<file path="src/rtfe_pkg.sv">
// ----------------------------------------------------------------------------
// rtfe_pkg
// Types, constants and helpers shared by the RTC fields to epoch seconds
// pipeline.
// ----------------------------------------------------------------------------
package rtfe_pkg;

  // configuration register indexes
  localparam logic [7:0] CFG_BCD_MODE        = 8'd0;
  localparam logic [7:0] CFG_HOUR12_MODE     = 8'd1;
  localparam logic [7:0] CFG_CENTURY_PRESENT = 8'd2;
  localparam logic [7:0] CFG_PIVOT_YEAR      = 8'd3;

  localparam logic [13:0] PIVOT_RESET = 14'd2022;
  localparam logic [6:0]  PIVOT_LO_RESET = 7'd22;
  localparam logic [13:0] PIVOT_BASE_RESET = 14'd2000;

  // floor(n / 100) = (n * DIV100_MUL) >> DIV100_SHIFT, exact for n < 32768
  localparam logic [29:0] DIV100_MUL   = 30'd20972;
  localparam int          DIV100_SHIFT = 21;

  // floor(n / 12) = (n * 171) >> 11, exact for n < 256
  localparam logic [15:0] DIV12_MUL = 16'd171;

  // days from year 0 to 1970-01-01
  localparam logic [25:0] EPOCH_DAYS = 26'd719528;
  localparam logic [41:0] SECS_PER_DAY = 42'd86400;

  typedef struct packed {
    logic        bcd_mode;
    logic        hour12_mode;
    logic        century_present;
    logic [6:0]  pivot_lo;    // pivot_year mod 100
    logic [13:0] pivot_base;  // pivot_year rounded down to a century
  } cfg_t;

  typedef struct packed {
    logic [7:0] century_raw;
    logic [7:0] year_raw;
    logic [7:0] month_raw;
    logic [7:0] day_raw;
    logic [7:0] hour_raw;
    logic [7:0] minute_raw;
    logic [7:0] second_raw;
  } raw_t;

  typedef struct packed {
    logic [7:0] sec;
    logic [7:0] min;
    logic [7:0] hour;
    logic [7:0] day;
    logic [3:0] midx;
    logic [7:0] yr;
    logic [7:0] cent;
  } dec_t;

  typedef struct packed {
    logic [14:0] year;
    logic [7:0]  day;
    logic [3:0]  midx;
    logic [19:0] tod;
  } yr_t;

  typedef struct packed {
    logic [14:0] year;
    logic [12:0] quads;      // floor((y + 3) / 4)
    logic [8:0]  cents;      // floor((y + 99) / 100)
    logic [6:0]  quad_cents; // floor((y + 399) / 400)
    logic [8:0]  y_div100;   // floor(y / 100)
    logic [7:0]  day;
    logic [3:0]  midx;
    logic [19:0] tod;
  } div_t;

  typedef struct packed {
    logic [25:0] days;  // two's complement
    logic [19:0] tod;
  } day_t;

  function automatic logic [7:0] bcd_to_bin(input logic [7:0] b);
    return 8'({b[7:4], 3'b000}) + 8'({b[7:4], 1'b0}) + 8'(b[3:0]);
  endfunction

  function automatic logic [8:0] month_start(input logic [3:0] midx, input logic leap);
    logic [8:0] base;
    logic       adj;
    unique case (midx)
      4'd0:    base = 9'd0;
      4'd1:    base = 9'd31;
      4'd2:    base = 9'd59;
      4'd3:    base = 9'd90;
      4'd4:    base = 9'd120;
      4'd5:    base = 9'd151;
      4'd6:    base = 9'd181;
      4'd7:    base = 9'd212;
      4'd8:    base = 9'd243;
      4'd9:    base = 9'd273;
      4'd10:   base = 9'd304;
      4'd11:   base = 9'd334;
      default: base = 9'd0;
    endcase
    adj = leap && (midx >= 4'd2);
    return base + 9'(adj);
  endfunction

endpackage

</file>
<file path="src/rtc_fields_to_epoch_seconds.sv">
// ----------------------------------------------------------------------------
// rtc_fields_to_epoch_seconds
// RTC register snapshot to signed seconds since 1970-01-01, five stages.
// ----------------------------------------------------------------------------
// Each request passes the decode, year, yeardiv, days and scale registers
// to m_tdata; the first of the five loads at the accept edge. Throughput:
// one request per cycle while m_tready is high; each stage holds one request
// and advances when the next stage has room, so bubbles fill under stall.
// Reset: rst clears all stage valid bits and sets the registers to BCD on,
// 24-hour mode, no century byte, pivot year 2022.
module rtc_fields_to_epoch_seconds (
  input  logic        clk,
  input  logic        rst,
  input  logic        s_tvalid,
  output logic        s_tready,
  // second_raw, minute_raw, hour_raw, day_raw, month_raw, year_raw, century_raw
  input  logic [55:0] s_tdata,
  output logic        m_tvalid,
  input  logic        m_tready,
  // epoch_seconds [40:0], zero [47:41]
  output logic [47:0] m_tdata,
  input  logic        cfg_valid,
  output logic        cfg_ready,
  input  logic [7:0]  cfg_index,
  input  logic [15:0] cfg_data
);

  logic        bcd_mode;
  logic        hour12_mode;
  logic        century_present;
  logic [13:0] pivot_year;
  logic [6:0]  pivot_lo;
  logic [13:0] pivot_base;
  logic [26:0] pivot_prod;
  logic [6:0]  pivot_lo_next;

  rtfe_pkg::cfg_t cfg;
  rtfe_pkg::raw_t raw;
  rtfe_pkg::dec_t dec_data;
  rtfe_pkg::yr_t  yr_data;
  rtfe_pkg::div_t div_data;
  rtfe_pkg::day_t day_data;
  logic [40:0]    secs;

  logic dec_valid, dec_ready;
  logic yr_valid, yr_ready;
  logic div_valid, div_ready;
  logic day_valid, day_ready;

  assign cfg_ready = 1'b1;

  always_ff @(posedge clk) begin
    if (rst) begin
      bcd_mode        <= 1'b1;
      hour12_mode     <= 1'b0;
      century_present <= 1'b0;
      pivot_year      <= rtfe_pkg::PIVOT_RESET;
    end else if (cfg_valid && cfg_ready) begin
      unique case (cfg_index)
        rtfe_pkg::CFG_BCD_MODE:        bcd_mode        <= cfg_data[0];
        rtfe_pkg::CFG_HOUR12_MODE:     hour12_mode     <= cfg_data[0];
        rtfe_pkg::CFG_CENTURY_PRESENT: century_present <= cfg_data[0];
        rtfe_pkg::CFG_PIVOT_YEAR:      pivot_year      <= cfg_data[13:0];
        default: ;
      endcase
    end
  end

  // pivot window split; pivot_lo and pivot_base are registered from pivot_year and follow it in the next cycle
  always_comb begin
    pivot_prod    = 27'(pivot_year) * 27'd5243;
    pivot_lo_next = 7'(pivot_year - 14'(pivot_prod[26:19]) * 14'd100);
  end

  always_ff @(posedge clk) begin
    if (rst) begin
      pivot_lo   <= rtfe_pkg::PIVOT_LO_RESET;
      pivot_base <= rtfe_pkg::PIVOT_BASE_RESET;
    end else begin
      pivot_lo   <= pivot_lo_next;
      pivot_base <= pivot_year - 14'(pivot_lo_next);
    end
  end

  always_comb begin
    cfg.bcd_mode        = bcd_mode;
    cfg.hour12_mode     = hour12_mode;
    cfg.century_present = century_present;
    cfg.pivot_lo        = pivot_lo;
    cfg.pivot_base      = pivot_base;

    raw.second_raw  = s_tdata[7:0];
    raw.minute_raw  = s_tdata[15:8];
    raw.hour_raw    = s_tdata[23:16];
    raw.day_raw     = s_tdata[31:24];
    raw.month_raw   = s_tdata[39:32];
    raw.year_raw    = s_tdata[47:40];
    raw.century_raw = s_tdata[55:48];
  end

  rtfe_decode u_decode (
    .clk       (clk),
    .rst       (rst),
    .cfg       (cfg),
    .in_valid  (s_tvalid),
    .in_ready  (s_tready),
    .in_data   (raw),
    .out_valid (dec_valid),
    .out_ready (dec_ready),
    .out_data  (dec_data)
  );

  rtfe_year u_year (
    .clk       (clk),
    .rst       (rst),
    .cfg       (cfg),
    .in_valid  (dec_valid),
    .in_ready  (dec_ready),
    .in_data   (dec_data),
    .out_valid (yr_valid),
    .out_ready (yr_ready),
    .out_data  (yr_data)
  );

  rtfe_yeardiv u_yeardiv (
    .clk       (clk),
    .rst       (rst),
    .in_valid  (yr_valid),
    .in_ready  (yr_ready),
    .in_data   (yr_data),
    .out_valid (div_valid),
    .out_ready (div_ready),
    .out_data  (div_data)
  );

  rtfe_days u_days (
    .clk       (clk),
    .rst       (rst),
    .in_valid  (div_valid),
    .in_ready  (div_ready),
    .in_data   (div_data),
    .out_valid (day_valid),
    .out_ready (day_ready),
    .out_data  (day_data)
  );

  rtfe_scale u_scale (
    .clk       (clk),
    .rst       (rst),
    .in_valid  (day_valid),
    .in_ready  (day_ready),
    .in_data   (day_data),
    .out_valid (m_tvalid),
    .out_ready (m_tready),
    .out_data  (secs)
  );

  assign m_tdata = {7'b0, secs};

endmodule

</file>
<file path="src/rtfe_decode.sv">
// ----------------------------------------------------------------------------
// rtfe_decode
// Stage 1: BCD decode, 12-hour fold and month index.
// ----------------------------------------------------------------------------
module rtfe_decode (
  input  logic          clk,
  input  logic          rst,
  input  rtfe_pkg::cfg_t cfg,
  input  logic          in_valid,
  output logic          in_ready,
  input  rtfe_pkg::raw_t in_data,
  output logic          out_valid,
  input  logic          out_ready,
  output rtfe_pkg::dec_t out_data
);

  rtfe_pkg::dec_t data_next;
  logic [7:0]  hour_bcd;
  logic [7:0]  hour_dec;
  logic [7:0]  hour_fold;
  logic [7:0]  mon_dec;
  logic [7:0]  mon_m1;
  logic [15:0] mon_prod;
  logic [7:0]  mon_rem;

  assign in_ready = !out_valid || out_ready;

  always_comb begin
    hour_bcd = rtfe_pkg::bcd_to_bin({1'b0, in_data.hour_raw[6:0]});
    if (cfg.bcd_mode) begin
      data_next.sec  = rtfe_pkg::bcd_to_bin(in_data.second_raw);
      data_next.min  = rtfe_pkg::bcd_to_bin(in_data.minute_raw);
      data_next.day  = rtfe_pkg::bcd_to_bin(in_data.day_raw);
      data_next.yr   = rtfe_pkg::bcd_to_bin(in_data.year_raw);
      data_next.cent = rtfe_pkg::bcd_to_bin(in_data.century_raw);
      mon_dec        = rtfe_pkg::bcd_to_bin(in_data.month_raw);
      // decoded low part stays below 128, so PM bit rides on top
      hour_dec       = {in_data.hour_raw[7], hour_bcd[6:0]};
    end else begin
      data_next.sec  = in_data.second_raw;
      data_next.min  = in_data.minute_raw;
      data_next.day  = in_data.day_raw;
      data_next.yr   = in_data.year_raw;
      data_next.cent = in_data.century_raw;
      mon_dec        = in_data.month_raw;
      hour_dec       = in_data.hour_raw;
    end

    // 12 AM is hour 0, PM adds 12
    hour_fold = {1'b0, hour_dec[6:0]};
    if (hour_fold == 8'd12) begin
      hour_fold = 8'd0;
    end
    if (hour_dec[7]) begin
      hour_fold = hour_fold + 8'd12;
    end
    data_next.hour = cfg.hour12_mode ? hour_fold : hour_dec;

    mon_m1   = mon_dec - 8'd1;
    mon_prod = 16'(mon_m1) * rtfe_pkg::DIV12_MUL;
    mon_rem  = mon_m1 - 8'(mon_prod[15:11]) * 8'd12;
    data_next.midx = mon_rem[3:0];
  end

  always_ff @(posedge clk) begin
    if (rst) begin
      out_valid <= 1'b0;
    end else if (in_ready) begin
      out_valid <= in_valid;
    end
  end

  always_ff @(posedge clk) begin
    if (in_ready && in_valid) begin
      out_data <= data_next;
    end
  end

endmodule

</file>
<file path="src/rtfe_year.sv">
// ----------------------------------------------------------------------------
// rtfe_year
// Stage 2: full year from century byte or pivot window, time of day in
// seconds.
// ----------------------------------------------------------------------------
module rtfe_year (
  input  logic          clk,
  input  logic          rst,
  input  rtfe_pkg::cfg_t cfg,
  input  logic          in_valid,
  output logic          in_ready,
  input  rtfe_pkg::dec_t in_data,
  output logic          out_valid,
  input  logic          out_ready,
  output rtfe_pkg::yr_t out_data
);

  rtfe_pkg::yr_t data_next;
  logic [14:0]   wrap_add;

  assign in_ready = !out_valid || out_ready;

  always_comb begin
    wrap_add = (in_data.yr < 8'(cfg.pivot_lo)) ? 15'd100 : 15'd0;
    if (cfg.century_present) begin
      data_next.year = 15'(in_data.cent) * 15'd100 + 15'(in_data.yr);
    end else begin
      data_next.year = 15'(in_data.yr) + wrap_add + 15'(cfg.pivot_base);
    end
    data_next.tod  = 20'(in_data.hour) * 20'd3600 + 20'(in_data.min) * 20'd60
                   + 20'(in_data.sec);
    data_next.day  = in_data.day;
    data_next.midx = in_data.midx;
  end

  always_ff @(posedge clk) begin
    if (rst) begin
      out_valid <= 1'b0;
    end else if (in_ready) begin
      out_valid <= in_valid;
    end
  end

  always_ff @(posedge clk) begin
    if (in_ready && in_valid) begin
      out_data <= data_next;
    end
  end

endmodule

</file>
<file path="src/rtfe_yeardiv.sv">
// ----------------------------------------------------------------------------
// rtfe_yeardiv
// Stage 3: leap-day quotients of the year by 4, 100 and 400.
// ----------------------------------------------------------------------------
module rtfe_yeardiv (
  input  logic          clk,
  input  logic          rst,
  input  logic          in_valid,
  output logic          in_ready,
  input  rtfe_pkg::yr_t  in_data,
  output logic          out_valid,
  input  logic          out_ready,
  output rtfe_pkg::div_t out_data
);

  rtfe_pkg::div_t data_next;
  logic [14:0] n_cent;
  logic [15:0] n_quad;
  logic [15:0] n_qc;
  logic [29:0] prod_cent;
  logic [29:0] prod_qc;
  logic [29:0] prod_y;

  assign in_ready = !out_valid || out_ready;

  always_comb begin
    n_cent    = in_data.year + 15'd99;
    n_quad    = 16'(in_data.year) + 16'd3;
    n_qc      = (16'(in_data.year) + 16'd399) >> 2;
    prod_cent = 30'(n_cent) * rtfe_pkg::DIV100_MUL;
    prod_qc   = 30'(n_qc) * rtfe_pkg::DIV100_MUL;
    prod_y    = 30'(in_data.year) * rtfe_pkg::DIV100_MUL;

    data_next.year       = in_data.year;
    data_next.quads      = n_quad[14:2];
    data_next.cents      = prod_cent[29:rtfe_pkg::DIV100_SHIFT];
    data_next.quad_cents = prod_qc[27:rtfe_pkg::DIV100_SHIFT];
    data_next.y_div100   = prod_y[29:rtfe_pkg::DIV100_SHIFT];
    data_next.day        = in_data.day;
    data_next.midx       = in_data.midx;
    data_next.tod        = in_data.tod;
  end

  always_ff @(posedge clk) begin
    if (rst) begin
      out_valid <= 1'b0;
    end else if (in_ready) begin
      out_valid <= in_valid;
    end
  end

  always_ff @(posedge clk) begin
    if (in_ready && in_valid) begin
      out_data <= data_next;
    end
  end

endmodule

</file>
<file path="src/rtfe_days.sv">
// ----------------------------------------------------------------------------
// rtfe_days
// Stage 4: day count since the epoch from year, leap rule, month start
// and day of month.
// ----------------------------------------------------------------------------
module rtfe_days (
  input  logic          clk,
  input  logic          rst,
  input  logic          in_valid,
  output logic          in_ready,
  input  rtfe_pkg::div_t in_data,
  output logic          out_valid,
  input  logic          out_ready,
  output rtfe_pkg::day_t out_data
);

  rtfe_pkg::day_t data_next;
  logic [25:0] y365;
  logic [14:0] cent_floor;
  logic        leap;
  logic [8:0]  mstart;

  assign in_ready = !out_valid || out_ready;

  always_comb begin
    cent_floor = 15'(in_data.y_div100) * 15'd100;
    leap = (in_data.year[1:0] == 2'b00) &&
           ((in_data.year != cent_floor) || (in_data.y_div100[1:0] == 2'b00));
    mstart = rtfe_pkg::month_start(in_data.midx, leap);
    y365   = 26'(in_data.year) * 26'd365;
    // modular sum, read as two's complement
    data_next.days = y365 + 26'(in_data.quads) - 26'(in_data.cents)
                   + 26'(in_data.quad_cents) - rtfe_pkg::EPOCH_DAYS
                   + 26'(mstart) + 26'(in_data.day) - 26'd1;
    data_next.tod  = in_data.tod;
  end

  always_ff @(posedge clk) begin
    if (rst) begin
      out_valid <= 1'b0;
    end else if (in_ready) begin
      out_valid <= in_valid;
    end
  end

  always_ff @(posedge clk) begin
    if (in_ready && in_valid) begin
      out_data <= data_next;
    end
  end

endmodule

</file>
<file path="src/rtfe_scale.sv">
// ----------------------------------------------------------------------------
// rtfe_scale
// Stage 5: days times 86400 plus time of day, output register.
// ----------------------------------------------------------------------------
module rtfe_scale (
  input  logic          clk,
  input  logic          rst,
  input  logic          in_valid,
  output logic          in_ready,
  input  rtfe_pkg::day_t in_data,
  output logic          out_valid,
  input  logic          out_ready,
  output logic [40:0]   out_data
);

  logic [41:0] days_ext;
  logic [41:0] secs;

  assign in_ready = !out_valid || out_ready;

  always_comb begin
    days_ext = {{16{in_data.days[25]}}, in_data.days};
    secs     = days_ext * rtfe_pkg::SECS_PER_DAY + 42'(in_data.tod);
  end

  always_ff @(posedge clk) begin
    if (rst) begin
      out_valid <= 1'b0;
    end else if (in_ready) begin
      out_valid <= in_valid;
    end
  end

  always_ff @(posedge clk) begin
    if (in_ready && in_valid) begin
      out_data <= secs[40:0];
    end
  end

endmodule
</file>
<file path="config.mk">
export PLATFORM = sky130hd
export DESIGN_NAME = rtc_fields_to_epoch_seconds
export DESIGN_NICKNAME = d
export VERILOG_FILES = /design/src/rtfe_pkg.sv /design/src/rtc_fields_to_epoch_seconds.sv /design/src/rtfe_decode.sv /design/src/rtfe_year.sv /design/src/rtfe_yeardiv.sv /design/src/rtfe_days.sv /design/src/rtfe_scale.sv
export SDC_FILE = /design/constraint.sdc
export NUM_CORES = 2
export LEC_CHECK = 0
export ABC_AREA = 1
export ABC_CLOCK_PERIOD_IN_PS = 10300
export BUFFER_PORTS_ARGS = -buffer_cell sky130_fd_sc_hd__buf_4
export CAP_MARGIN = 20
export CORE_ASPECT_RATIO = 0.9
export CORE_MARGIN = 2
export CORE_UTILIZATION = 55
export CTS_CLUSTER_DIAMETER = 100
export DETAILED_ROUTE_END_ITERATION = 6
export GPL_ROUTABILITY_DRIVEN = 0
export PLACE_DENSITY_LB_ADDON = 0.3
export RECOVER_POWER = 25
export SKIP_LAST_GASP = 1
export SLEW_MARGIN = 20
export SYNTH_ARGS = -nofsm -noshare
export SYNTH_HDL_FRONTEND = slang
export SYNTH_SLANG_ARGS = --single-unit
</file>
<file path="constraint.sdc">
create_clock -name clk -period 10.3 [get_ports clk]
set_input_delay 0.515 -clock clk [delete_from_list [all_inputs] [get_ports clk]]
set_output_delay 0.515 -clock clk [all_outputs]
set_load 0.05 [all_outputs]
</file>
After elaboration in Yosys (flattened, before gate mapping)
Memories as Yosys holds them, arrays and structs flattened. A register that Yosys moved wholly into a read port is not among the register bits.
Index checks and enable logic that the tools add are counted.
{"block": "classes", "mul": 13, "n_div": 0, "n_eq_ne": 5, "reduce_logical": 25, "n_lt_le_gt_ge": 2, "mux": 11, "n_shift": 0, "add_sub_neg": 36, "n_bitwise": 0}
{"cell": "$mul 15x13->28 const B", "n": 2}
{"cell": "$add 7x5->8", "n": 6}
{"cell": "$add 8x4->8", "n": 6}
{"cell": "$mul 42x10->34 const B", "n": 1}
{"cell": "$add 41x20->41", "n": 1}
{"cell": "$mul 8x8->16 const B", "n": 2}
{"cell": "$mux 16", "n": 2}
{"cell": "$mux 8", "n": 4}
{"cell": "$mul 14x13->27 const B", "n": 1}
{"cell": "$add 26x7->26", "n": 1}
{"cell": "$add 26x8->26", "n": 1}
{"cell": "$add 26x9->26", "n": 1}
{"cell": "$mul 14x13->26 const B", "n": 1}
{"cell": "$sub 26x1->26 const B", "n": 1}
{"cell": "$sub 26x20->26 const B", "n": 1}
{"cell": "$sub 26x9->26", "n": 1}
{"cell": "$add 24x13->25", "n": 1}
{"cell": "$mul 15x9->24 const B", "n": 1}
{"cell": "$mux 7", "n": 3}
{"cell": "$add 20x14->20", "n": 1}
{"cell": "$add 20x8->20", "n": 1}
{"cell": "$add 15x9->16 const B", "n": 1}
{"cell": "$eq 8x2->1 const B", "n": 2}
{"cell": "$add 15x14->15", "n": 1}
{"cell": "other kinds (30)", "n": 49}
{"block": "word_totals", "latch_bits": 0, "ramBits": 0, "elab_cells": 126, "mem_bits_ro": 144, "input_bits": 85, "register_bits": 314, "n_memories": 1}
{"memory": "(no name shown)", "depth": 16, "word_bits": 9, "rd": 1, "rd_ports_with_merged_regs": 1, "write_ports": 0, "line_no": "rtfe_pkg.sv:87", "source": "unique case (midx)"}

Logic depth before layout (Yosys ltp)
{"block": "depth", "word_depth": 9, "mapped_depth": 43}

By module
Synthesis repeated with hierarchy kept, for this count alone.
{"block": "hier_totals", "cells_unflattened": 5766, "hier_area_um2": 48317.6}
{"module": "rtfe_yeardiv", "seq_area_each_um2": 2572.5, "area_per_inst_um2": 15850.2, "cells_per_inst": 1849, "instances": 1}
{"module": "rtfe_days", "seq_area_each_um2": 1401.3, "area_per_inst_um2": 8252.9, "cells_per_inst": 940, "instances": 1}
{"module": "rtfe_scale", "seq_area_each_um2": 1251.2, "area_per_inst_um2": 8202.9, "cells_per_inst": 1116, "instances": 1}
{"module": "rtfe_year", "seq_area_each_um2": 1431.4, "area_per_inst_um2": 5948.2, "cells_per_inst": 686, "instances": 1}
{"module": "rtc_fields_to_epoch_seconds", "seq_area_each_um2": 720.7, "area_per_inst_um2": 5232.5, "cells_per_inst": 638, "instances": 1}
{"module": "rtfe_decode", "seq_area_each_um2": 1581.5, "area_per_inst_um2": 4830.9, "cells_per_inst": 537, "instances": 1}

Worst setup path before layout
OpenSTA, ideal clock, no wires.
{"block": "synth_timing", "kind": "reg-to-reg", "startpoint": "reg u_yeardiv.out_data[34] (netlist bit)", "endpoint": "reg u_days.out_data[45] (netlist bit), data pin", "setup_ns": 0.252, "slack_ns": 3.358, "synth_period_minus_slack_ns": 6.942, "t_required_ns": 10.048, "arrival_ns": 6.690, "path_stages_with_launch": 40, "path_cell_list": "edfxtp_1 ha_1 ha_1 fa_1 ha_1 nand3_1 nand2_1 a21oi_1 o21bai_1 xor2_1 inv_1 or2_2 nand4_1 nor2_1 nand2_1 nand2_1 inv_1 ha_1 [4 not listed] xnor2_1 fa_1 fa_1 fa_1 inv_1 ha_1 nand2_1 o21a_1 o21ai_0 nand2_1 nand2_1 a21boi_0 o21ai_1 nand2_1 nand2_2 nand2_1 nand3_1 nand2_1"}
{"element": "from (decl)", "line_no": "rtfe_yeardiv.sv:13", "source": "output rtfe_pkg::div_t out_data"}
{"element": "from (signal assigned)", "line_no": "rtfe_yeardiv.sv:54", "source": "out_data <= data_next;"}
{"element": "to (signal assigned)", "line_no": "rtfe_days.sv:48", "source": "out_data <= data_next;"}
{"element": "to (decl)", "line_no": "rtfe_days.sv:14", "source": "output rtfe_pkg::day_t out_data"}

==> impl_metrics.tcl <==
set metrics [dict create \
    status "finished, violations left" \
    violations "max-capacitance violations, max-slew violations" \
    synth-async-reset-ratio_pct 0 \
    critPathMaxFanout 4 \
    drt_first_iter_violations 1632 \
    cts_tree "done" \
    areaGrowthSynthToFinish_pct 7.828 \
    drtPass1Iterations 6 \
    antenna_found_initial 0 \
    grt_max_degree 68 \
    wl_per_cell_um 14.49 \
    postSynthCellCount 4907 \
    crit_slowest_cell "fa_1" \
    synth_common_cells "inv_1 (1,217), ha_1 (890), nand2_1 (672)" \
    clk_pin_slew_ns 0.07 \
    drt-total-wl_um 89070 \
    synth_edf_count 271 \
    synth_top_flop_cell "edfxtp_1" \
    antenna_left 0 \
    fin_nets 6510 \
    dieWidth_um 305.1 \
    viasPerCell 5.125 \
    synth_seq_cells 321 \
    finalClockSkew_ns 0.03383 \
    cts.sinks 321 \
    cp_top_family "adder cells" \
    synth_top_area_share_pct 24.81 \
    period_needed_ns 7.875 \
    maxSlewViolCount 29 \
    start_util_pct 55.49 \
    post-route-period-util_pct 76.46 \
    arrival_ns 8.21 \
    syn_area_um2 44880 \
    syn_area_per_cell_um2 9.147 \
    core_um2 80890 \
    cp.depth 39 \
    cts.repair.resized 0 \
    path_class "flip-flop to flip-flop" \
    slew_headroom_pct -2.236 \
    synthTopCellsByArea "ha_1 (25%), fa_1 (21%), edfxtp_1 (18%), inv_1 (10%), nand2_1 (5.6%)" \
    worst_slew_pin_slew_ns 1.534 \
    cts_htree_levels 2 \
    final.setup.tns_ns 0 \
    cts_buffer_depth 3 \
    layout-drive-gt1-share_pct 5.013 \
    route.vias.total 31505 \
    crit_buf_inv 4 \
    rsz0062_at_grt "false" \
    hold-worst-slack_ns 0.1400 \
    cts.hold.buffers_added 0 \
    grt_pass1_wl_um 152400 \
    worst_setup_path_start_kind "flip-flop" \
    portBuffers 125 \
    reg2regPathDepth 39 \
    setup_violations 0 \
    holdPathStages 1 \
    synth_area_leader_cell "ha_1" \
    yosys_warnings 0 \
    n_fill_cell 6904 \
    route.detailed.drc 0 \
    grt_pass1_vias 32127 \
    worstSkewPairLatency_ns 0.57 \
    finalHoldViolCount 0 \
    chipHeight_um 275.0 \
    io_pins 136 \
    grt-ovfl-total 0 \
    clock.fmax_mhz 127.0 \
    ys_types 58 \
    dp_hpwl_um 77330 \
    required_ns 10.63 \
    cp_common_cell "nand2_1" \
    diodes 0 \
    hold_class "primary input to flip-flop" \
    cap_violations 1 \
    die_area_um2 83910 \
    grtUsageTotal_pct 21.97 \
    rows 99 \
    synth_most_common_cell "inv_1" \
    post-cts-setup-buffers 0 \
    cts-root-buf "clkbuf_16" \
    slowest_delay_ns 0.54 \
    seq_area_frac_synth_pct 20.36 \
    cp-end-kind "flip-flop" \
    cts-buffers-inserted 37 \
]
## cell usage in the layout, fill, tap and decap left out, types with 12 or more instances in the layout
| master | count |
|---|---|
| dfxtp_1 | 50 |
| clkbuf_16 | 37 |
| o21bai_1 | 24 |
| nand4_1 | 47 |
| nor2_1 | 212 |
| nand2_2 | 16 |
| o21ai_1 | 12 |
| xnor2_1 | 73 |
| a21oi_1 | 242 |
| inv_1 | 1215 |
| fa_1 | 477 |
| buf_4 | 112 |
| ha_1 | 890 |
| xor2_1 | 179 |
| o211ai_1 | 16 |
| o21ai_0 | 123 |
| nand3_1 | 139 |
| clkbuf_1 | 15 |
| nand2_1 | 672 |
| nand3b_1 | 15 |
| a21o_1 | 24 |
| a21boi_0 | 12 |
| a31oi_1 | 21 |
| edfxtp_1 | 271 |
| nor3_1 | 27 |
## worst paths after layout
check / end / from / slack (ns)
setup / recovery: u_days.out_data[43]$_DFFE_PP_ / u_yeardiv.out_data[34]$_DFFE_PP_ / 2.42
hold / removal: u_decode.out_data[44]$_DFFE_PP_ / s_tdata[0] / 0.14
setup reg to reg: u_days.out_data[43]$_DFFE_PP_ / u_yeardiv.out_data[34]$_DFFE_PP_ / 2.42
hold reg to reg: u_yeardiv.out_data[1]$_DFFE_PP_ / u_year.out_data[1]$_DFFE_PP_ / 0.39
## state kept, by name, indices dropped and copies added (netlist names), 7 cells and up, named ones only
register / cells
pivot_base: 12
pivot_lo: 7
pivot_year: 14
u_days.out_data: 46
u_decode.out_data: 52
u_scale.out_data: 41
u_year.out_data: 47
u_yeardiv.out_data: 85
## metrics by stage
step                      setup WS [ns]  cells  area [µm²]  util [%]
after floorplan                   3.358   4914       44910         -
after global routing              1.808   6147       48400     59.83
after CTS                         2.413   6146       48450     59.89
after detailed placement          2.425   6078       47110     58.24
final                             2.425   6147       48400     59.83
after global placement            2.599   6078       47110     58.24
## layer usage
layer / routed length [µm] / track usage, %
met1: 41900 / 30.13
met2: 41580 / 37.48
met3: 4296 / 3.135
met4: 1299 / 4.052
met5: 0 / 0
## layout make-up
class	instances	area [µm²]	share of cell area, %
Timing Repair Buffer	131	934.6	1.931
Multi-Input combinational cell	3339	31050	64.15
Inverter	1228	4611	9.527
Clock inverter	25	352.8	0.7290
Clock buffer	43	988.4	2.042
Sequential cell	321	9139	18.88
Tap cell	1060	1326	2.740
## cells by family after synthesis
group	count (synthesis)	share of synthesized area (%)
fa+ha+maj	1367	46.08
buf+inv	1254	10.56
simple gates	1185	11.33
compound gates	524	6.640
flops	321	20.36
xor+xnor	253	4.979
other cells	2	0.01673
mux	1	0.02230
Power is not shown: default switching activity piles up to over one toggle a cycle in this logic, so the estimate is an artifact.
